<file path="src/rtl/wrf_pkg.sv">
package wrf_pkg;

   localparam int MAX_POINTS   = 64;
   localparam int SLOT_W       = 6;
   localparam int LEN_W        = 7;
   localparam int WAIT_TICKS   = 100;
   localparam int WAIT_W       = 7;
   localparam int CORDIC_STEPS = 16;
   localparam int ITER_W       = $clog2(CORDIC_STEPS);
   localparam int CX_W         = 20;
   localparam int CZ_W         = 26;
   localparam int MUL_W        = 18;
   localparam int PROD_W       = 2 * MUL_W;
   localparam int RAM_W        = 32;

   localparam logic signed [17:0] HALF_TURN  = 18'sd11520;
   localparam logic signed [17:0] FULL_TURN  = 18'sd23040;
   localparam logic [13:0]        SLOW_START = 14'd960;
   localparam logic [13:0]        SLOW_END   = 14'd2880;
   localparam logic signed [14:0] ALIGN_TOL  = 15'sd384;
   localparam logic signed [17:0] TURN_GAIN  = 18'sd25021;
   // ceil(2^19 / 15): exact floor division by 15 for operands below 2^16
   localparam logic signed [17:0] RCP_15     = 18'sd34953;
   localparam logic signed [CZ_W-1:0] QUARTER_Z = 26'sd5898240;

   // Item functions
   localparam logic [1:0] FN_TICK  = 2'd0;
   localparam logic [1:0] FN_START = 2'd1;
   localparam logic [1:0] FN_STOP  = 2'd2;
   localparam logic [1:0] FN_WRITE = 2'd3;

   // Route phases
   localparam logic [2:0] PH_IDLE        = 3'd0;
   localparam logic [2:0] PH_WAIT        = 3'd1;
   localparam logic [2:0] PH_ALIGN_FIRST = 3'd2;
   localparam logic [2:0] PH_DRIVE_FIRST = 3'd3;
   localparam logic [2:0] PH_ALIGN_NEXT  = 3'd4;
   localparam logic [2:0] PH_FOLLOW      = 3'd5;
   localparam logic [2:0] PH_DONE        = 3'd6;

   // Register indexes
   localparam logic [2:0] REG_ROUTE_LEN = 3'd0;
   localparam logic [2:0] REG_ARRIVE    = 3'd1;
   localparam logic [2:0] REG_NOMINAL   = 3'd2;
   localparam logic [2:0] REG_MAX_TURN  = 3'd3;
   localparam logic [2:0] REG_LOOP      = 3'd4;
   localparam logic [2:0] REG_RAMP      = 3'd5;

   // Datapath operations
   localparam int OP_W = 5;
   localparam logic [OP_W-1:0] OP_NONE     = 5'd0;
   localparam logic [OP_W-1:0] OP_LOAD     = 5'd1;
   localparam logic [OP_W-1:0] OP_LD_A     = 5'd2;
   localparam logic [OP_W-1:0] OP_LD_B     = 5'd3;
   localparam logic [OP_W-1:0] OP_DIFF     = 5'd4;
   localparam logic [OP_W-1:0] OP_CINIT    = 5'd5;
   localparam logic [OP_W-1:0] OP_CSTEP    = 5'd6;
   localparam logic [OP_W-1:0] OP_ANGLE    = 5'd7;
   localparam logic [OP_W-1:0] OP_MUL_TURN = 5'd8;
   localparam logic [OP_W-1:0] OP_TURN     = 5'd9;
   localparam logic [OP_W-1:0] OP_MUL_SPD  = 5'd10;
   localparam logic [OP_W-1:0] OP_MUL_RCP  = 5'd11;
   localparam logic [OP_W-1:0] OP_RAMP     = 5'd12;
   localparam logic [OP_W-1:0] OP_MUL_DX   = 5'd13;
   localparam logic [OP_W-1:0] OP_MUL_DY   = 5'd14;
   localparam logic [OP_W-1:0] OP_MUL_THR  = 5'd15;
   localparam logic [OP_W-1:0] OP_ARR      = 5'd16;
   localparam logic [OP_W-1:0] OP_CLR_SPD  = 5'd17;

   typedef struct packed {
      logic [LEN_W-1:0] route_length;
      logic [11:0]      arrive_thr;
      logic [11:0]      nominal;
      logic [12:0]      max_turn;
      logic             loop_route;
      logic [7:0]       ramp_step;
   } cfg_type;

   typedef struct packed {
      logic [OP_W-1:0]   op;
      logic              diff_pose;
      logic [ITER_W-1:0] iter;
      logic              ram_we;
      logic [SLOT_W-1:0] ram_addr;
   } dp_cmd_type;

   typedef struct packed {
      logic               a_zero;
      logic               aligned;
      logic               arrived;
      logic [11:0]        ramped;
      logic signed [13:0] turn_neg;
   } dp_stat_type;

   // Arctangent of 2^-i in degrees * 65536, rounded.
   function automatic logic signed [CZ_W-1:0] atan_tab(input logic [4:0] idx);
      logic signed [CZ_W-1:0] r;
      case (idx)
         5'd0:  r = 26'sd2949120;
         5'd1:  r = 26'sd1740967;
         5'd2:  r = 26'sd919879;
         5'd3:  r = 26'sd466945;
         5'd4:  r = 26'sd234379;
         5'd5:  r = 26'sd117304;
         5'd6:  r = 26'sd58666;
         5'd7:  r = 26'sd29335;
         5'd8:  r = 26'sd14668;
         5'd9:  r = 26'sd7334;
         5'd10: r = 26'sd3667;
         5'd11: r = 26'sd1833;
         5'd12: r = 26'sd917;
         5'd13: r = 26'sd458;
         5'd14: r = 26'sd229;
         5'd15: r = 26'sd115;
         5'd16: r = 26'sd57;
         5'd17: r = 26'sd29;
         5'd18: r = 26'sd14;
         5'd19: r = 26'sd7;
         5'd20: r = 26'sd4;
         5'd21: r = 26'sd2;
         5'd22: r = 26'sd1;
         default: r = 26'sd0;
      endcase
      return r;
   endfunction

   // Wraps an angle in 1/64 degree into (-HALF_TURN, HALF_TURN].
   function automatic logic signed [14:0] wrap_angle(input logic signed [17:0] v);
      logic signed [17:0] t;
      t = v;
      if (t > HALF_TURN) t = t - FULL_TURN;
      if (t > HALF_TURN) t = t - FULL_TURN;
      if (t <= -HALF_TURN) t = t + FULL_TURN;
      if (t <= -HALF_TURN) t = t + FULL_TURN;
      return t[14:0];
   endfunction

endpackage

</file>
<file path="src/rtl/wrf_ram.sv">
module wrf_ram #(
   parameter int WIDTH = 32,
   parameter int DEPTH = 64
) (
   input  logic                     clock,
   input  logic                     we,
   input  logic [$clog2(DEPTH)-1:0] addr,
   input  logic [WIDTH-1:0]         wdata,
   output logic [WIDTH-1:0]         rdata
);

   logic [WIDTH-1:0] mem_ff [DEPTH];
   logic [WIDTH-1:0] rdata_ff;

   always_ff @(posedge clock) begin
      if (we) begin
         mem_ff[addr] <= wdata;
      end
      rdata_ff <= mem_ff[addr];
   end

   assign rdata = rdata_ff;

endmodule

</file>
<file path="src/rtl/wrf_dp.sv">
module wrf_dp import wrf_pkg::*; (
   input  logic               clock,
   input  logic               reset,
   input  cfg_type            cfg,
   input  dp_cmd_type         cmd,
   output dp_stat_type        stat,
   input  logic signed [15:0] req_pose_x_mm,
   input  logic signed [15:0] req_pose_y_mm,
   input  logic signed [8:0]  req_heading_deg,
   input  logic signed [15:0] req_point_x_mm,
   input  logic signed [15:0] req_point_y_mm
);

   logic signed [15:0] px_ff, py_ff, wx_ff, wy_ff;
   logic signed [8:0]  hd_ff;
   logic signed [15:0] ax_ff, ay_ff, bx_ff, by_ff;
   logic signed [16:0] dx_ff, dy_ff;
   logic               vzero_ff;
   logic signed [CX_W-1:0] cx_ff, cy_ff;
   logic signed [CZ_W-1:0] cz_ff;
   logic signed [14:0] err_ff;
   logic signed [PROD_W-1:0] prod_ff;
   logic [34:0]        acc_ff;
   logic signed [13:0] turn_ff;
   logic [11:0]        ramp_ff, ramp_in;
   logic               arr_ff;

   logic [RAM_W-1:0]   rdata;
   logic signed [15:0] rx, ry;

   wrf_ram #(.WIDTH(RAM_W), .DEPTH(MAX_POINTS)) u_route (
      .clock (clock),
      .we    (cmd.ram_we),
      .addr  (cmd.ram_addr),
      .wdata ({wx_ff, wy_ff}),
      .rdata (rdata)
   );

   assign rx = rdata[31:16];
   assign ry = rdata[15:0];

   // Difference vector: point A minus pose, or point A minus point B.
   logic signed [16:0] dx_in, dy_in;
   assign dx_in = cmd.diff_pose ? 17'(ax_ff) - 17'(px_ff) : 17'(ax_ff) - 17'(bx_ff);
   assign dy_in = cmd.diff_pose ? 17'(ay_ff) - 17'(py_ff) : 17'(ay_ff) - 17'(by_ff);

   // CORDIC pre-rotation and micro-rotation
   logic signed [CX_W-1:0] ix, iy, sx, sy, xs, ys;
   logic signed [CZ_W-1:0] iz, sz, tab;
   always_comb begin
      ix = CX_W'(dx_ff);
      iy = CX_W'(dy_ff);
      iz = '0;
      if (dx_ff < 0) begin
         if (dy_ff >= 0) begin
            ix = CX_W'(dy_ff);
            iy = -CX_W'(dx_ff);
            iz = QUARTER_Z;
         end else begin
            ix = -CX_W'(dy_ff);
            iy = CX_W'(dx_ff);
            iz = -QUARTER_Z;
         end
      end
      xs  = cx_ff >>> cmd.iter;
      ys  = cy_ff >>> cmd.iter;
      tab = atan_tab(5'(cmd.iter));
      if (cy_ff > 0) begin
         sx = cx_ff + ys;
         sy = cy_ff - xs;
         sz = cz_ff + tab;
      end else begin
         sx = cx_ff - ys;
         sy = cy_ff + xs;
         sz = cz_ff - tab;
      end
   end

   // Heading error from the accumulated angle
   logic signed [CZ_W-1:0] zr;
   logic signed [17:0]     desired, err_raw;
   always_comb begin
      zr      = (cz_ff + CZ_W'(512)) >>> 10;
      desired = vzero_ff ? 18'sd0 : 18'(zr);
      err_raw = desired - 18'(signed'({hd_ff, 6'b0}));
   end

   logic [13:0] err_abs;
   assign err_abs = err_ff[14] ? 14'(-err_ff) : 14'(err_ff);

   // Shared multiplier
   logic signed [MUL_W-1:0] ma, mb;
   always_comb begin
      ma = '0;
      mb = '0;
      case (cmd.op)
         OP_MUL_TURN: begin
            ma = 18'(err_ff);
            mb = TURN_GAIN;
         end
         OP_MUL_SPD: begin
            ma = {6'b0, cfg.nominal};
            mb = 18'({4'b0, SLOW_END}) - 18'({4'b0, err_abs});
         end
         OP_MUL_RCP: begin
            ma = {1'b0, prod_ff[23:7]};
            mb = RCP_15;
         end
         OP_MUL_DX: begin
            ma = 18'(dx_ff);
            mb = 18'(dx_ff);
         end
         OP_MUL_DY: begin
            ma = 18'(dy_ff);
            mb = 18'(dy_ff);
         end
         OP_MUL_THR: begin
            ma = {6'b0, cfg.arrive_thr};
            mb = {6'b0, cfg.arrive_thr};
         end
         default: begin
            ma = '0;
            mb = '0;
         end
      endcase
   end

   // Rounded, clamped proportional turn term, stored negated
   logic signed [PROD_W-1:0] tr;
   logic signed [19:0]       w, lim;
   always_comb begin
      tr  = prod_ff + PROD_W'(32768);
      w   = tr[35:16];
      lim = {7'b0, cfg.max_turn};
      if (w > lim) w = lim;
      if (w < -lim) w = -lim;
   end

   // Speed target and ramp
   logic [11:0] tgt;
   logic [12:0] up, dn_gap;
   always_comb begin
      if (err_abs <= SLOW_START) tgt = cfg.nominal;
      else if (err_abs >= SLOW_END) tgt = '0;
      else tgt = prod_ff[30:19];
      up     = 13'(ramp_ff) + 13'(cfg.ramp_step);
      dn_gap = 13'(ramp_ff) - 13'(tgt);
      ramp_in = ramp_ff;
      if (ramp_ff < tgt) begin
         ramp_in = (up > 13'(tgt)) ? tgt : up[11:0];
      end else if (ramp_ff > tgt) begin
         ramp_in = (dn_gap > 13'(cfg.ramp_step)) ? ramp_ff - 12'(cfg.ramp_step) : tgt;
      end
   end

   always_ff @(posedge clock) begin
      if (reset) begin
         ramp_ff <= '0;
      end else if (cmd.op == OP_RAMP) begin
         ramp_ff <= ramp_in;
      end else if (cmd.op == OP_CLR_SPD) begin
         ramp_ff <= '0;
      end
   end

   always_ff @(posedge clock) begin
      case (cmd.op)
         OP_LOAD: begin
            px_ff <= req_pose_x_mm;
            py_ff <= req_pose_y_mm;
            hd_ff <= req_heading_deg;
            wx_ff <= req_point_x_mm;
            wy_ff <= req_point_y_mm;
         end
         OP_LD_A: begin
            ax_ff <= rx;
            ay_ff <= ry;
         end
         OP_LD_B: begin
            bx_ff <= rx;
            by_ff <= ry;
         end
         OP_DIFF: begin
            dx_ff    <= dx_in;
            dy_ff    <= dy_in;
            vzero_ff <= (dx_in == 17'sd0) && (dy_in == 17'sd0);
         end
         OP_CINIT: begin
            cx_ff <= ix;
            cy_ff <= iy;
            cz_ff <= iz;
         end
         OP_CSTEP: begin
            cx_ff <= sx;
            cy_ff <= sy;
            cz_ff <= sz;
         end
         OP_ANGLE:    err_ff <= wrap_angle(err_raw);
         OP_MUL_TURN,
         OP_MUL_SPD,
         OP_MUL_RCP,
         OP_MUL_DX:   prod_ff <= ma * mb;
         OP_MUL_DY: begin
            acc_ff  <= 35'(prod_ff);
            prod_ff <= ma * mb;
         end
         OP_MUL_THR: begin
            acc_ff  <= acc_ff + 35'(prod_ff);
            prod_ff <= ma * mb;
         end
         OP_TURN:     turn_ff <= 14'(-w);
         OP_ARR:      arr_ff <= (36'(acc_ff) <= 36'(prod_ff));
         default: begin
         end
      endcase
   end

   assign stat.a_zero   = (ax_ff == 16'sd0) && (ay_ff == 16'sd0);
   assign stat.aligned  = (err_ff < ALIGN_TOL) && (err_ff > -ALIGN_TOL);
   assign stat.arrived  = arr_ff;
   assign stat.ramped   = ramp_ff;
   assign stat.turn_neg = turn_ff;

endmodule

</file>
<file path="src/rtl/wrf_ctrl.sv">
module wrf_ctrl import wrf_pkg::*; (
   input  logic               clock,
   input  logic               reset,
   input  cfg_type            cfg,
   input  logic               req_valid,
   output logic               req_ready,
   input  logic [1:0]         req_func,
   input  logic [SLOT_W-1:0]  req_point_slot,
   output logic               rsp_valid,
   input  logic               rsp_ready,
   output logic [11:0]        rsp_speed_req_mm_s,
   output logic signed [13:0] rsp_turn_req_mrad_s,
   output logic               rsp_running,
   output logic [2:0]         rsp_phase,
   output logic [SLOT_W-1:0]  rsp_target_slot,
   output logic               rsp_odometry_clear,
   output dp_cmd_type         cmd,
   input  dp_stat_type        stat
);

   localparam logic [4:0] S_IDLE  = 5'd0;
   localparam logic [4:0] S_DEC   = 5'd1;
   localparam logic [4:0] S_RD1   = 5'd2;
   localparam logic [4:0] S_LD1   = 5'd3;
   localparam logic [4:0] S_LD2   = 5'd4;
   localparam logic [4:0] S_DIFF  = 5'd5;
   localparam logic [4:0] S_CINIT = 5'd6;
   localparam logic [4:0] S_CSTEP = 5'd7;
   localparam logic [4:0] S_ANG   = 5'd8;
   localparam logic [4:0] S_MT    = 5'd9;
   localparam logic [4:0] S_TURN  = 5'd10;
   localparam logic [4:0] S_MS    = 5'd11;
   localparam logic [4:0] S_MR    = 5'd12;
   localparam logic [4:0] S_RAMP  = 5'd13;
   localparam logic [4:0] S_MX    = 5'd14;
   localparam logic [4:0] S_MY    = 5'd15;
   localparam logic [4:0] S_MTH   = 5'd16;
   localparam logic [4:0] S_ARR   = 5'd17;
   localparam logic [4:0] S_FIN   = 5'd18;

   function automatic logic [SLOT_W-1:0] next_of(input logic [SLOT_W-1:0] i,
                                                 input logic [LEN_W-1:0] len);
      return ((LEN_W'(i) + LEN_W'(1)) < len) ? i + SLOT_W'(1) : i;
   endfunction

   logic [4:0]        state_ff, state_in;
   logic [ITER_W-1:0] iter_ff, iter_in;
   logic [1:0]        func_ff;
   logic [SLOT_W-1:0] slot_ff;
   logic [2:0]        phase_ff, phase_in;
   logic              active_ff, active_in;
   logic [SLOT_W-1:0] target_ff, target_in, look_ff, look_in;
   logic [WAIT_W-1:0] wait_ff, wait_in;

   logic               rsp_valid_ff, rsp_valid_in;
   logic [11:0]        spd_ff, spd_in;
   logic signed [13:0] turn_ff, turn_in;
   logic               clr_ff, clr_in;

   logic [LEN_W-1:0] len;
   logic             out_free, commit, run_tick, target_out;

   assign len        = (cfg.route_length > LEN_W'(MAX_POINTS)) ? LEN_W'(MAX_POINTS)
                                                               : cfg.route_length;
   assign out_free   = !rsp_valid_ff || rsp_ready;
   assign commit     = (state_ff == S_FIN) && out_free;
   assign run_tick   = (func_ff == FN_TICK) && active_ff && (len != '0);
   assign target_out = LEN_W'(target_ff) >= len;
   assign req_ready  = (state_ff == S_IDLE);

   // Sequencer
   always_comb begin
      state_in     = state_ff;
      iter_in      = iter_ff;
      cmd          = '0;
      cmd.op       = OP_NONE;
      cmd.diff_pose = (phase_ff != PH_ALIGN_NEXT);
      cmd.iter     = iter_ff;
      cmd.ram_addr = target_ff;
      unique case (state_ff)
         S_IDLE: begin
            if (req_valid) begin
               cmd.op   = OP_LOAD;
               state_in = S_DEC;
            end
         end
         S_DEC: begin
            state_in = S_FIN;
            if (run_tick && ((phase_ff == PH_ALIGN_FIRST) || (phase_ff == PH_DRIVE_FIRST)
                             || (phase_ff == PH_ALIGN_NEXT)
                             || ((phase_ff == PH_FOLLOW) && !target_out))) begin
               state_in = S_RD1;
            end
         end
         S_RD1: begin
            cmd.ram_addr = (phase_ff == PH_ALIGN_NEXT) ? look_ff : target_ff;
            state_in     = S_LD1;
         end
         S_LD1: begin
            cmd.op   = OP_LD_A;
            state_in = (phase_ff == PH_ALIGN_NEXT) ? S_LD2 : S_DIFF;
         end
         S_LD2: begin
            cmd.op   = OP_LD_B;
            state_in = S_DIFF;
         end
         S_DIFF: begin
            if ((phase_ff == PH_ALIGN_FIRST) && (target_ff == '0) && stat.a_zero) begin
               state_in = S_FIN;
            end else begin
               cmd.op   = OP_DIFF;
               state_in = S_CINIT;
            end
         end
         S_CINIT: begin
            cmd.op   = OP_CINIT;
            iter_in  = '0;
            state_in = S_CSTEP;
         end
         S_CSTEP: begin
            cmd.op  = OP_CSTEP;
            iter_in = iter_ff + ITER_W'(1);
            if (iter_ff == ITER_W'(CORDIC_STEPS - 1)) begin
               iter_in  = '0;
               state_in = S_ANG;
            end
         end
         S_ANG: begin
            cmd.op   = OP_ANGLE;
            state_in = S_MT;
         end
         S_MT: begin
            cmd.op   = OP_MUL_TURN;
            state_in = S_TURN;
         end
         S_TURN: begin
            cmd.op   = OP_TURN;
            state_in = ((phase_ff == PH_ALIGN_FIRST) || (phase_ff == PH_ALIGN_NEXT))
                       ? S_FIN : S_MS;
         end
         S_MS: begin
            cmd.op   = OP_MUL_SPD;
            state_in = S_MR;
         end
         S_MR: begin
            cmd.op   = OP_MUL_RCP;
            state_in = S_RAMP;
         end
         S_RAMP: begin
            cmd.op   = OP_RAMP;
            state_in = S_MX;
         end
         S_MX: begin
            cmd.op   = OP_MUL_DX;
            state_in = S_MY;
         end
         S_MY: begin
            cmd.op   = OP_MUL_DY;
            state_in = S_MTH;
         end
         S_MTH: begin
            cmd.op   = OP_MUL_THR;
            state_in = S_ARR;
         end
         S_ARR: begin
            cmd.op   = OP_ARR;
            state_in = S_FIN;
         end
         S_FIN: begin
            cmd.ram_addr = slot_ff;
            if (out_free) begin
               state_in = S_IDLE;
               if ((func_ff == FN_START) || (func_ff == FN_STOP)) begin
                  cmd.op = OP_CLR_SPD;
               end
               cmd.ram_we = (func_ff == FN_WRITE) && (32'(slot_ff) < MAX_POINTS);
            end
         end
         default: begin
            state_in = S_IDLE;
         end
      endcase
   end

   // Route state update and result, applied when the result is committed
   always_comb begin
      phase_in  = phase_ff;
      active_in = active_ff;
      target_in = target_ff;
      look_in   = look_ff;
      wait_in   = wait_ff;
      spd_in    = '0;
      turn_in   = '0;
      clr_in    = 1'b0;
      if (func_ff == FN_START) begin
         target_in = '0;
         look_in   = '0;
         active_in = 1'b1;
         phase_in  = PH_WAIT;
         wait_in   = '0;
         clr_in    = 1'b1;
      end else if (func_ff == FN_STOP) begin
         target_in = '0;
         look_in   = '0;
         active_in = 1'b0;
         phase_in  = PH_IDLE;
         clr_in    = 1'b1;
      end else if (run_tick) begin
         case (phase_ff)
            PH_WAIT: begin
               if (32'(wait_ff) >= WAIT_TICKS) begin
                  target_in = '0;
                  look_in   = (len > LEN_W'(1)) ? SLOT_W'(1) : '0;
                  phase_in  = PH_ALIGN_FIRST;
               end else begin
                  wait_in = wait_ff + WAIT_W'(1);
               end
            end
            PH_ALIGN_FIRST: begin
               if ((target_ff == '0) && stat.a_zero) begin
                  if (len > LEN_W'(1)) begin
                     look_in  = SLOT_W'(1);
                     phase_in = PH_ALIGN_NEXT;
                  end else begin
                     phase_in = PH_DONE;
                  end
               end else if (stat.aligned) begin
                  phase_in = PH_DRIVE_FIRST;
               end else begin
                  turn_in = stat.turn_neg;
               end
            end
            PH_DRIVE_FIRST, PH_FOLLOW: begin
               if ((phase_ff == PH_FOLLOW) && target_out) begin
                  phase_in = PH_DONE;
               end else begin
                  spd_in  = stat.ramped;
                  turn_in = stat.turn_neg;
                  if (stat.arrived) begin
                     if (phase_ff == PH_DRIVE_FIRST) begin
                        if (len > LEN_W'(1)) begin
                           look_in  = next_of(target_ff, len);
                           phase_in = PH_ALIGN_NEXT;
                        end else begin
                           spd_in   = '0;
                           turn_in  = '0;
                           phase_in = PH_DONE;
                        end
                     end else if ((LEN_W'(target_ff) + LEN_W'(1)) < len) begin
                        target_in = target_ff + SLOT_W'(1);
                        look_in   = next_of(target_ff + SLOT_W'(1), len);
                     end else if (cfg.loop_route) begin
                        target_in = '0;
                        look_in   = (len > LEN_W'(1)) ? SLOT_W'(1) : '0;
                     end else begin
                        spd_in   = '0;
                        turn_in  = '0;
                        phase_in = PH_DONE;
                     end
                  end
               end
            end
            PH_ALIGN_NEXT: begin
               if (stat.aligned) begin
                  target_in = look_ff;
                  look_in   = next_of(look_ff, len);
                  phase_in  = PH_FOLLOW;
               end else begin
                  turn_in = stat.turn_neg;
               end
            end
            PH_DONE: begin
               active_in = 1'b0;
            end
            default: begin
            end
         endcase
      end
   end

   always_comb begin
      rsp_valid_in = rsp_valid_ff;
      if (commit) begin
         rsp_valid_in = 1'b1;
      end else if (rsp_ready) begin
         rsp_valid_in = 1'b0;
      end
   end

   always_ff @(posedge clock) begin
      if (reset) begin
         state_ff     <= S_IDLE;
         iter_ff      <= '0;
         phase_ff     <= PH_IDLE;
         active_ff    <= 1'b0;
         target_ff    <= '0;
         look_ff      <= '0;
         wait_ff      <= '0;
         rsp_valid_ff <= 1'b0;
      end else begin
         state_ff     <= state_in;
         iter_ff      <= iter_in;
         rsp_valid_ff <= rsp_valid_in;
         if (commit) begin
            phase_ff  <= phase_in;
            active_ff <= active_in;
            target_ff <= target_in;
            look_ff   <= look_in;
            wait_ff   <= wait_in;
         end
      end
   end

   always_ff @(posedge clock) begin
      if (req_valid && req_ready) begin
         func_ff <= req_func;
         slot_ff <= req_point_slot;
      end
      if (commit) begin
         spd_ff  <= spd_in;
         turn_ff <= turn_in;
         clr_ff  <= clr_in;
      end
   end

   assign rsp_valid           = rsp_valid_ff;
   assign rsp_speed_req_mm_s  = spd_ff;
   assign rsp_turn_req_mrad_s = turn_ff;
   assign rsp_running         = active_ff;
   assign rsp_phase           = phase_ff;
   assign rsp_target_slot     = target_ff;
   assign rsp_odometry_clear  = clr_ff;

   a_busy_after_accept: assert property (@(posedge clock) disable iff (reset)
      (req_valid && req_ready) |=> !req_ready)
      else $error("controller took a transaction without leaving idle");

   a_never_idle_active: assert property (@(posedge clock) disable iff (reset)
      !((phase_ff == PH_IDLE) && active_ff))
      else $error("route is active while the phase is idle");

   a_write_only_on_store: assert property (@(posedge clock) disable iff (reset)
      cmd.ram_we |-> ((func_ff == FN_WRITE) && (state_ff == S_FIN)))
      else $error("waypoint table written outside a waypoint store");

   a_iter_only_in_cordic: assert property (@(posedge clock) disable iff (reset)
      (iter_ff != '0) |-> (state_ff == S_CSTEP))
      else $error("CORDIC step count left nonzero outside the iteration");

endmodule

</file>
<file path="src/rtl/waypoint_route_follower.sv">
// Waypoint route follower. Each request transaction is a 10 ms tick that carries the odometry
// pose, a start or stop event, or a waypoint store into the 64-entry route table; every request
// yields exactly one response transaction with a linear and an angular speed request, the
// route status and an odometry clear flag. The block works on one request at a time. Start,
// stop, store and ticks that need no geometry go from decode straight to the response, and a
// tick that finds the first waypoint at the origin reads that waypoint and stops there. Ticks
// that steer read the target (align first, drive phases) or two waypoints (align next), run
// the sixteen-iteration CORDIC atan2 and then use the single shared 18 x 18 multiplier in turn
// for the turn term and, in the drive phases, for the speed slowdown and the squared arrival
// distance. A new request is accepted in the cycle after the previous one has been placed in
// the response register, even while that response still waits for the consumer. Configuration
// registers on the APB port sit at byte addresses 4*i and must only be written while the block
// is idle.
module waypoint_route_follower import wrf_pkg::*; (
   input  logic               clock,
   input  logic               reset,

   input  logic               req_valid,
   output logic               req_ready,
   input  logic [1:0]         req_func,
   input  logic signed [15:0] req_pose_x_mm,
   input  logic signed [15:0] req_pose_y_mm,
   input  logic signed [8:0]  req_heading_deg,
   input  logic [5:0]         req_point_slot,
   input  logic signed [15:0] req_point_x_mm,
   input  logic signed [15:0] req_point_y_mm,

   output logic               rsp_valid,
   input  logic               rsp_ready,
   output logic [11:0]        rsp_speed_req_mm_s,
   output logic signed [13:0] rsp_turn_req_mrad_s,
   output logic               rsp_running,
   output logic [2:0]         rsp_phase,
   output logic [5:0]         rsp_target_slot,
   output logic               rsp_odometry_clear,

   input  logic               csr_psel,
   input  logic               csr_penable,
   input  logic               csr_pwrite,
   input  logic [4:0]         csr_paddr,
   input  logic [31:0]        csr_pwdata,
   output logic [31:0]        csr_prdata,
   output logic               csr_pready
);

   // Configuration registers. A write lands at the access phase of the APB transaction;
   // the register index is taken from the word address and unused indexes are ignored.
   cfg_type     cfg_ff;
   logic        csr_write;
   logic [2:0]  csr_index;

   assign csr_pready = 1'b1;
   assign csr_write  = csr_psel && csr_penable && csr_pwrite && csr_pready;
   assign csr_index  = csr_paddr[4:2];

   always_ff @(posedge clock) begin
      if (reset) begin
         cfg_ff.route_length <= '0;
         cfg_ff.arrive_thr   <= 12'd100;
         cfg_ff.nominal      <= 12'd250;
         cfg_ff.max_turn     <= 13'd2000;
         cfg_ff.loop_route   <= 1'b0;
         cfg_ff.ramp_step    <= 8'd4;
      end else if (csr_write) begin
         unique case (csr_index)
            REG_ROUTE_LEN: cfg_ff.route_length <= csr_pwdata[LEN_W-1:0];
            REG_ARRIVE:    cfg_ff.arrive_thr   <= csr_pwdata[11:0];
            REG_NOMINAL:   cfg_ff.nominal      <= csr_pwdata[11:0];
            REG_MAX_TURN:  cfg_ff.max_turn     <= csr_pwdata[12:0];
            REG_LOOP:      cfg_ff.loop_route   <= csr_pwdata[0];
            REG_RAMP:      cfg_ff.ramp_step    <= csr_pwdata[7:0];
            default: begin
            end
         endcase
      end
   end

   // Read data simply reflects the addressed register.
   always_comb begin
      unique case (csr_index)
         REG_ROUTE_LEN: csr_prdata = 32'(cfg_ff.route_length);
         REG_ARRIVE:    csr_prdata = 32'(cfg_ff.arrive_thr);
         REG_NOMINAL:   csr_prdata = 32'(cfg_ff.nominal);
         REG_MAX_TURN:  csr_prdata = 32'(cfg_ff.max_turn);
         REG_LOOP:      csr_prdata = 32'(cfg_ff.loop_route);
         REG_RAMP:      csr_prdata = 32'(cfg_ff.ramp_step);
         default:       csr_prdata = '0;
      endcase
   end

   // The controller sequences each request and owns the route phase, indexes and the
   // response register; the datapath holds the table, CORDIC, multiplier and speed ramp.
   dp_cmd_type  cmd;
   dp_stat_type stat;

   wrf_ctrl u_ctrl (
      .clock               (clock),
      .reset               (reset),
      .cfg                 (cfg_ff),
      .req_valid           (req_valid),
      .req_ready           (req_ready),
      .req_func            (req_func),
      .req_point_slot      (req_point_slot),
      .rsp_valid           (rsp_valid),
      .rsp_ready           (rsp_ready),
      .rsp_speed_req_mm_s  (rsp_speed_req_mm_s),
      .rsp_turn_req_mrad_s (rsp_turn_req_mrad_s),
      .rsp_running         (rsp_running),
      .rsp_phase           (rsp_phase),
      .rsp_target_slot     (rsp_target_slot),
      .rsp_odometry_clear  (rsp_odometry_clear),
      .cmd                 (cmd),
      .stat                (stat)
   );

   wrf_dp u_dp (
      .clock           (clock),
      .reset           (reset),
      .cfg             (cfg_ff),
      .cmd             (cmd),
      .stat            (stat),
      .req_pose_x_mm   (req_pose_x_mm),
      .req_pose_y_mm   (req_pose_y_mm),
      .req_heading_deg (req_heading_deg),
      .req_point_x_mm  (req_point_x_mm),
      .req_point_y_mm  (req_point_y_mm)
   );

endmodule
</file>
<file path="config.mk">
export PLATFORM = sky130hd
export DESIGN_NAME = waypoint_route_follower
export DESIGN_NICKNAME = d
export VERILOG_FILES = /design/src/rtl/wrf_pkg.sv /design/src/rtl/wrf_ram.sv /design/src/rtl/wrf_dp.sv /design/src/rtl/wrf_ctrl.sv /design/src/rtl/waypoint_route_follower.sv
export SDC_FILE = /design/constraint.sdc
export NUM_CORES = 2
export LEC_CHECK = 0
export BUFFER_PORTS_ARGS = -buffer_cell sky130_fd_sc_hd__buf_2
export CAP_MARGIN = 20
export CORE_AREA = 3 3 647 649
export CTS_CLUSTER_SIZE = 40
export DETAILED_ROUTE_END_ITERATION = 6
export DIE_AREA = 0 0 650 652
export GPL_TIMING_DRIVEN = 0
export PLACE_DENSITY_LB_ADDON = 0.25
export SETUP_SLACK_MARGIN = 0.4
export SLEW_MARGIN = 20
export SYNTH_ARGS = -nofsm -noshare
export SYNTH_HDL_FRONTEND = slang
export SYNTH_SLANG_ARGS = --single-unit
export TNS_END_PERCENT = 30
</file>
<file path="constraint.sdc">
create_clock -name clock -period 8.2 [get_ports clock]
set_input_delay 0.41 -clock clock [delete_from_list [all_inputs] [get_ports clock]]
set_output_delay 0.41 -clock clock [all_outputs]
set_load 0.02 [all_outputs]
</file>
* Yosys cells after proc, flatten, opt, wreduce, memory -nomap -nowiden
Memories as Yosys holds them, arrays and structs flattened. A register that Yosys moved wholly into a read port is not among the register bits.
Index checks and enable logic that the tools add are counted.
** Cells by class
- Multipliers :: 1
- Mux-type cells :: 130
- Shifts and indexed selects :: 2
- $lt $le $gt $ge :: 25
- Equal/unequal tests :: 72
- Add/subtract/negate cells :: 35
- Bitwise logic cells :: 2
- Reductions and logical operators :: 60
** Operators by type and width (number)
- case mux 18 bit (6 select lines) :: 2
- 2-to-1 mux 6 bit :: 27
- 2-to-1 mux 12 bit :: 13
- 2-to-1 mux 14 bit :: 10
- 2-to-1 mux 20 bit :: 7
- 2-to-1 mux 18 bit :: 7
- case mux 5 bit (19 select lines) :: 1
- case mux 5 bit (17 select lines) :: 1
- equality test 5 x 4 -> 1 bit (second input constant) :: 16
- case mux 20 bit (2 select lines) :: 2
- 2-to-1 mux 26 bit :: 3
- case mux 13 bit (6 select lines) :: 1
- case mux 35 bit (2 select lines) :: 1
- subtractor 16 x 16 -> 17 bit :: 4
- case mux 26 bit (2 select lines) :: 1
- 2-to-1 mux 7 bit :: 6
- case mux 14 bit (3 select lines) :: 1
- adder 20 bit :: 2
- equality test 5 x 3 -> 1 bit (second input constant) :: 8
- 2-to-1 mux 5 bit :: 8
- negator 17 -> 20 bit :: 2
- >>> shifter 20 x 4 -> 20 bit :: 2
- subtractor 20 bit :: 2
- 2-to-1 mux 3 bit :: 13
- other kinds (95) :: 187
** Storage, ports and cells
- Output and inout bits :: 72
- Bits in registers :: 472
- Bits in read-only memories :: 352
- Logic and storage cells :: 369
- Memory bits (writable) :: 2048
- Input bits :: 125
- Memories :: 2
** Memory list
- u_dp.u_route.mem_ff :: words 64, width 32, read ports 1, clocked after memory_dff 1, wr ports 1, RTL line wrf_ram.sv:12 : logic [WIDTH-1:0] mem_ff [DEPTH];
- (no name shown) :: words 16, width 22, read ports 1, clocked after memory_dff 1, wr ports 0, RTL line wrf_pkg.sv:98 : case (idx)

* Logic depth before layout (Yosys ltp)
- Depth in word-level cells :: 15
- Mapped depth :: 39

* Cells and area by module
From an unflattened synthesis, not the netlist that was laid out.
** Unflattened totals
- Cells, all modules :: 9815
- Area total of the unflattened synthesis :: 128095.4 µm²
** Modules (own cells, without submodules)
- wrf_ram :: sequential area each 62139.6 µm², cells each 4370, times used 1, area each 78615.4 µm²
- wrf_dp :: sequential area each 10420.0 µm², cells each 4610, times used 1, area each 41903.9 µm²
- wrf_ctrl :: sequential area each 1711.6 µm², cells each 544, times used 1, area each 4768.3 µm²
- waypoint_route_follower :: sequential area each 1061.0 µm², cells each 291, times used 1, area each 2807.7 µm²

* Worst setup path before layout
Ideal clock, no wire load.
- Path type :: reg2reg
- Start point :: register u_dp.err_ff[0]
- End point :: register u_dp.prod_ff[35], data pin
- Cell stages (with the launch flop) :: 30
- Arrival :: 8677 ps
- Path buffers :: 1
- Slack :: -736 ps
- Library setup time :: 260 ps
- Data required time :: 7940 ps
- Path through :: edfxtp_1 > or4_1 > o41ai_1 > xnor2_1 > xor2_1 > a2111oi_0 > clkbuf_1 > nor2_1 > fa_1 > inv_1 > fa_1 > fa_1 > fa_1 > inv_1 > fa_1 > inv_1 > fa_1 > inv_1 > ha_1 > o21ai_0 > a21oi_1 > o41ai_1 > o311ai_0 > a31o_2 > nand2_1 > a31oi_1 > a21oi_1 > o21bai_1 > a21oi_1 > xnor2_1
** Between the ends
- Cells in the longest elaborated chain, start to end :: 5
- Elaborated cells between the ends (all ways) :: 6
- Classes of those cells :: add/sub: 2; mul: 1; mux: 3
** RTL lines
- from (decl) :: RTL line wrf_dp.sv:21 : logic signed [14:0] err_ff;
- from (signal assigned) :: RTL line wrf_dp.sv:198 : OP_ANGLE: err_ff <= wrap_angle(err_raw);
- negator 14 bit :: RTL line wrf_dp.sv:89 : assign err_abs = err_ff[14] ? 14'(-err_ff) : 14'(err_ff);
- 2-to-1 mux 14 bit :: RTL line wrf_dp.sv:89
- subtractor 12 x 14 -> 15 bit :: RTL line wrf_dp.sv:103 : mb = 18'({4'b0, SLOW_END}) - 18'({4'b0, err_abs});
- case mux 18 bit (6 select lines) :: RTL line wrf_dp.sv:96 : case (cmd.op)
- multiplier 18 x 18 -> 36 bit (*) :: RTL line wrf_dp.sv:202, wrf_dp.sv:205, wrf_dp.sv:209
- to (signal assigned) :: RTL line wrf_dp.sv:202 : OP_MUL_DX: prod_ff <= ma * mb;
- to (signal assigned) :: RTL line wrf_dp.sv:205 : prod_ff <= ma * mb;
- to (signal assigned) :: RTL line wrf_dp.sv:209 : prod_ff <= ma * mb;
- to (decl) :: RTL line wrf_dp.sv:22 : logic signed [PROD_W-1:0] prod_ff;
Every way passes the cells marked *; elsewhere a longest branch is shown, timed or not.
A chain may end at the register's enable or synchronous reset.

* Worst setup path in the final report
Same ends and word-level chain as after synthesis.

==> flow_metrics.env <==
export IMPL_area_of_the_mapped_netlist_sq_um=124000
export IMPL_critPathKind="reg2reg"
export IMPL_wire_per_inst_um=31.8
export IMPL_cpMaxStageDelayCell="sky130_fd_sc_hd__fa_1"
export IMPL_antenna_found_initial=56
export IMPL_final_nets=11200
export IMPL_die_y_um=652
export IMPL_count_of_flip_flops_with_a_built_in_enable_after_synthesis=2422
export IMPL_synth_lib_cells_used_distinct=117
export IMPL_hold_viol=0
export IMPL_grt_setup_unrepaired="yes"
export IMPL_worst_path_buf_inv=8
export IMPL_timing_final_max_slew_violations=0
export IMPL_floorplan_initialDensity=0.299
export IMPL_coreArea_sq_um=413000
export IMPL_worst_ep_arrival_time_ns=9.00
export IMPL_portion_of_the_post_synthesis_area_used_by_sequential_elements=0.612
export IMPL_cts_buffers=280
export IMPL_p_leak_nw=53.1
export IMPL_cp_common_cell="sky130_fd_sc_hd__fa_1"
export IMPL_outcome="finished with violations"
export IMPL_cts_clk_slew_worst_paths_ns=0.06
export IMPL_route_vias_total=90300
export IMPL_powerDensity_nw_per_um2=236
export IMPL_finalSetupViolCount=8
export IMPL_postSynth_topFlopCell="sky130_fd_sc_hd__edfxtp_1"
export IMPL_kind_of_cell_with_the_highest_combined_delay_on_the_critical_path="adder cells"
export IMPL_period_share=1.02
export IMPL_root_buffer_master="sky130_fd_sc_hd__clkbuf_16"
export IMPL_layout_drive_gt1_share=0.163
export IMPL_cell_accounting_for_the_most_synthesized_area="sky130_fd_sc_hd__edfxtp_1"
export IMPL_drt_wl_total_mm=512
export IMPL_met2_grt_util=0.359
export IMPL_dieArea_sq_um=424000
export IMPL_critPathCaptureType="flip-flop"
export IMPL_cts_sinks=2574
export IMPL_setup_slack_ns=-0.180
export IMPL_final_min_clock_period_ns=8.38
export IMPL_grt_use_met1=0.303
export IMPL_clock_tree_htree_level_count=5
export IMPL_worstMarginPinSlew_ns=1.39
export IMPL_final_setup_skew_ns=0.0895
export IMPL_placed_cells_incl_taps=15300
export IMPL_die_width_um=650
export IMPL_maximum_count_of_clock_buffers_along_a_single_path=4
export IMPL_use_met3=0.0664
export IMPL_io_buffer_count=154
export IMPL_routability_congestion_estimate_from_global_placement=0.921
export IMPL_synthesis_area_per_instance_sq_um=13.2
export IMPL_largest_net_degree_at_the_start_of_global_routing=47
export IMPL_ys_seq_elements=2574
export IMPL_grt_most_used_layer="met2"
export IMPL_cts_tree="built"
export IMPL_ys_warn_count=0
export IMPL_worst_relative_slew_slack=0.0752
export IMPL_timing_critical_path_fanout_max=6
export IMPL_detailedRoute_firstIterationViolations=13200
export IMPL_tns_ns=-0.721
export IMPL_top_level_ports=197
export IMPL_drt_pass1_iterations=6
export IMPL_number_of_global_route_vias_before_repair=87200
export IMPL_std_cell_rows=236
export IMPL_worst_ir_drop_vdd_mv=0.173
export IMPL_synth_top_cells_by_area="sky130_fd_sc_hd__edfxtp_1 (59%), sky130_fd_sc_hd__fa_1 (5.5%), sky130_fd_sc_hd__ha_1 (4.1%)"
export IMPL_place_hpwl_mm=373
export IMPL_worstSkewPairLatency_ns=0.94
export IMPL_grt_overflow_total=0
export IMPL_achievable_frequency_mhz=119
export IMPL_worst_setup_path_start_kind="flip-flop"
export IMPL_post_layout_nonfiller_instances=16100
export IMPL_syn2layout_area_growth_pct=22.5
export IMPL_post_drt_via_cell_ratio=5.61
export IMPL_maxcap_viol_count=0
export IMPL_global_route_usage_total=0.233
export IMPL_violations="negative setup slack"
export IMPL_min_delay_path_class="in2reg"
export IMPL_grt_pass1_wl_mm=698
export IMPL_drt_drc_violations_left=0
export IMPL_cp_slowest_stage_delay_ns=0.59
export IMPL_finalPower_w=0.0357
export IMPL_worstPathRequired_ns=8.82
export IMPL_number_of_nets_with_antenna_violations_after_routing=0
export IMPL_asyncSetResetFlopFracSynth=0
export IMPL_synth_top_cell_area_share=0.588
export IMPL_synth_cells=9363
## cells in the final DEF, fill, tap and decap left out, drive strengths merged, types with 38 or more instances in the layout
cell            n
nor4           65
a22oi         654
xor2          122
o21a           38
dfxtp         152
buf           741
clkbuf        741
nand3         130
nand2         544
nor2b          61
a31oi         137
nand4         199
inv           667
clkinv         97
dlygate4sd3    98
fa            339
mux2           39
and3           40
nand2b         75
o211ai         78
xnor2         220
a22o          226
nor2          660
ha            405
a221oi        224
a21o           49
and2           55
a21oi         291
edfxtp       2422
o21ai         299
mux2i         142
nor3           91
## metrics by stage
stage	setup slack (ns)	util	instance area [sq um]	hold slack, ns
detailed placement	-2.53	0.335	138000	0.419
CTS	-0.175	0.363	150000	0.0383
floorplan	0.283	-	124000	0.404
finish	-0.180	0.367	151000	0.0973
global route	-0.433	0.367	151000	0.113
global placement	-3.72	0.318	132000	0.415
## sequential cells by signal, indices dropped and copies added, names as in the netlist, 15 cells and up
register             flops
u_dp.u_route.mem_ff   2048
cfg_ff                  53
u_dp.prod_ff            36
u_dp.acc_ff             35
u_dp.u_route.rdata      32
u_dp.cz_ff              26
u_dp.tab                22
u_dp.cx_ff              20
u_dp.cy_ff              20
u_dp.dx_ff              17
u_dp.dy_ff              17
u_dp.ax_ff              16
u_dp.ay_ff              16
u_dp.bx_ff              16
u_dp.by_ff              16
u_dp.px_ff              16
u_dp.py_ff              16
u_dp.wx_ff              16
u_dp.wy_ff              16
u_dp.err_ff             15
## worst min-delay path, cell delays in order
cell,delay [ns]
sky130_fd_sc_hd__buf_2,0.12
sky130_fd_sc_hd__nand2_1,0.09
sky130_fd_sc_hd__nor3_2,0.11
sky130_fd_sc_hd__nor2_1,0.10
sky130_fd_sc_hd__a211o_1,0.10
## cells in the mapped netlist, types with 24 or more instances
cell and n:
sky130_fd_sc_hd__edfxtp_1 2422, sky130_fd_sc_hd__nor2_1 655, sky130_fd_sc_hd__a22oi_1 652, sky130_fd_sc_hd__inv_1 651
sky130_fd_sc_hd__nand2_1 544, sky130_fd_sc_hd__ha_1 405, sky130_fd_sc_hd__clkbuf_1 380, sky130_fd_sc_hd__fa_1 339
sky130_fd_sc_hd__o21ai_0 289, sky130_fd_sc_hd__a21oi_1 285, sky130_fd_sc_hd__a22o_1 225, sky130_fd_sc_hd__a221oi_1 222
sky130_fd_sc_hd__xnor2_1 220, sky130_fd_sc_hd__nand4_1 199, sky130_fd_sc_hd__dfxtp_1 152, sky130_fd_sc_hd__mux2i_1 141
sky130_fd_sc_hd__a31oi_1 135, sky130_fd_sc_hd__nand3_1 130, sky130_fd_sc_hd__xor2_1 120, sky130_fd_sc_hd__nor3_1 88
sky130_fd_sc_hd__buf_1 83, sky130_fd_sc_hd__o211ai_1 78, sky130_fd_sc_hd__nand2b_1 75, sky130_fd_sc_hd__nor4_1 65
sky130_fd_sc_hd__nor2b_1 61, sky130_fd_sc_hd__and2_1 54, sky130_fd_sc_hd__a21o_1 49, sky130_fd_sc_hd__and3_1 40
sky130_fd_sc_hd__o21a_1 37, sky130_fd_sc_hd__o21bai_1 37, sky130_fd_sc_hd__mux2_2 36, sky130_fd_sc_hd__or2_2 33
sky130_fd_sc_hd__or3_1 32, sky130_fd_sc_hd__a21boi_0 29, sky130_fd_sc_hd__a211oi_1 27, sky130_fd_sc_hd__o31ai_1 27
sky130_fd_sc_hd__a211o_1 25, sky130_fd_sc_hd__nand3b_1 24
## layout make-up
type                    instances  area (sq um)
diodes                         35          87.6
plain buffers                 495          2470
clock buffers                 368          7620
clock inverters               129          1070
fillers                     39100        262000
inverters                     653          2460
multi-input cells            5659         45900
flip-flops and latches       2574         75800
well taps                    5474          6850
repair buffers                717          9290
## metal layers
layer,routed length (um),part of all wire
met1,199000,0.39
met2,225000,0.44
met3,59500,0.12
met4,28200,0.055
met5,218,0.00043
## report_power, final
| group | leakage (nW) | total, W | internal, W | switching, W |
|---|---|---|---|---|
| registers | 23.1 | 0.0159 | 0.0155 | 0.000407 |
| logic | 25.8 | 0.00743 | 0.00250 | 0.00493 |
| clock network | 4.23 | 0.0123 | 0.00687 | 0.00545 |
| total | 53.1 | 0.0357 | 0.0249 | 0.0108 |
## worst paths after layout
check | endpoint | cells after the start | startpoint | slack, ns
hold reg to reg | u_dp.ax_ff[12] | 0 | u_dp.u_route.rdata[28] | 0.43
setup / recovery | u_dp.prod_ff[35] | 37 | u_dp.err_ff[0] | -0.18
setup reg to reg | u_dp.prod_ff[35] | 37 | u_dp.err_ff[0] | -0.18
hold / removal | cfg_ff[13] | 5 | csr_paddr[2] | 0.1
## kinds of logic after synthesis
logic type	after synthesis	share of synthesized area
DFF	2574	0.612
AOI/OAI and AO/OA	2287	0.134
and+or+nand+nor	2069	0.0795
buffers and inverters	1148	0.0356
adders and majority gates	744	0.0958
xor gates and xnor gates	343	0.0245
muxes	196	0.0180
other	2	0.0000607
## timing repair
action | CTS | global route
cloned | 0 | 1
buffers inserted | 93 | 73
resized for setup | 290 | 188
hold buffers | 98 | 0
endpoints found under the setup margin | 55 | 206
pin swaps | 64 | 82
endpoints found under the hold margin | 135 | 0
(Power assumes the default switching activity.)
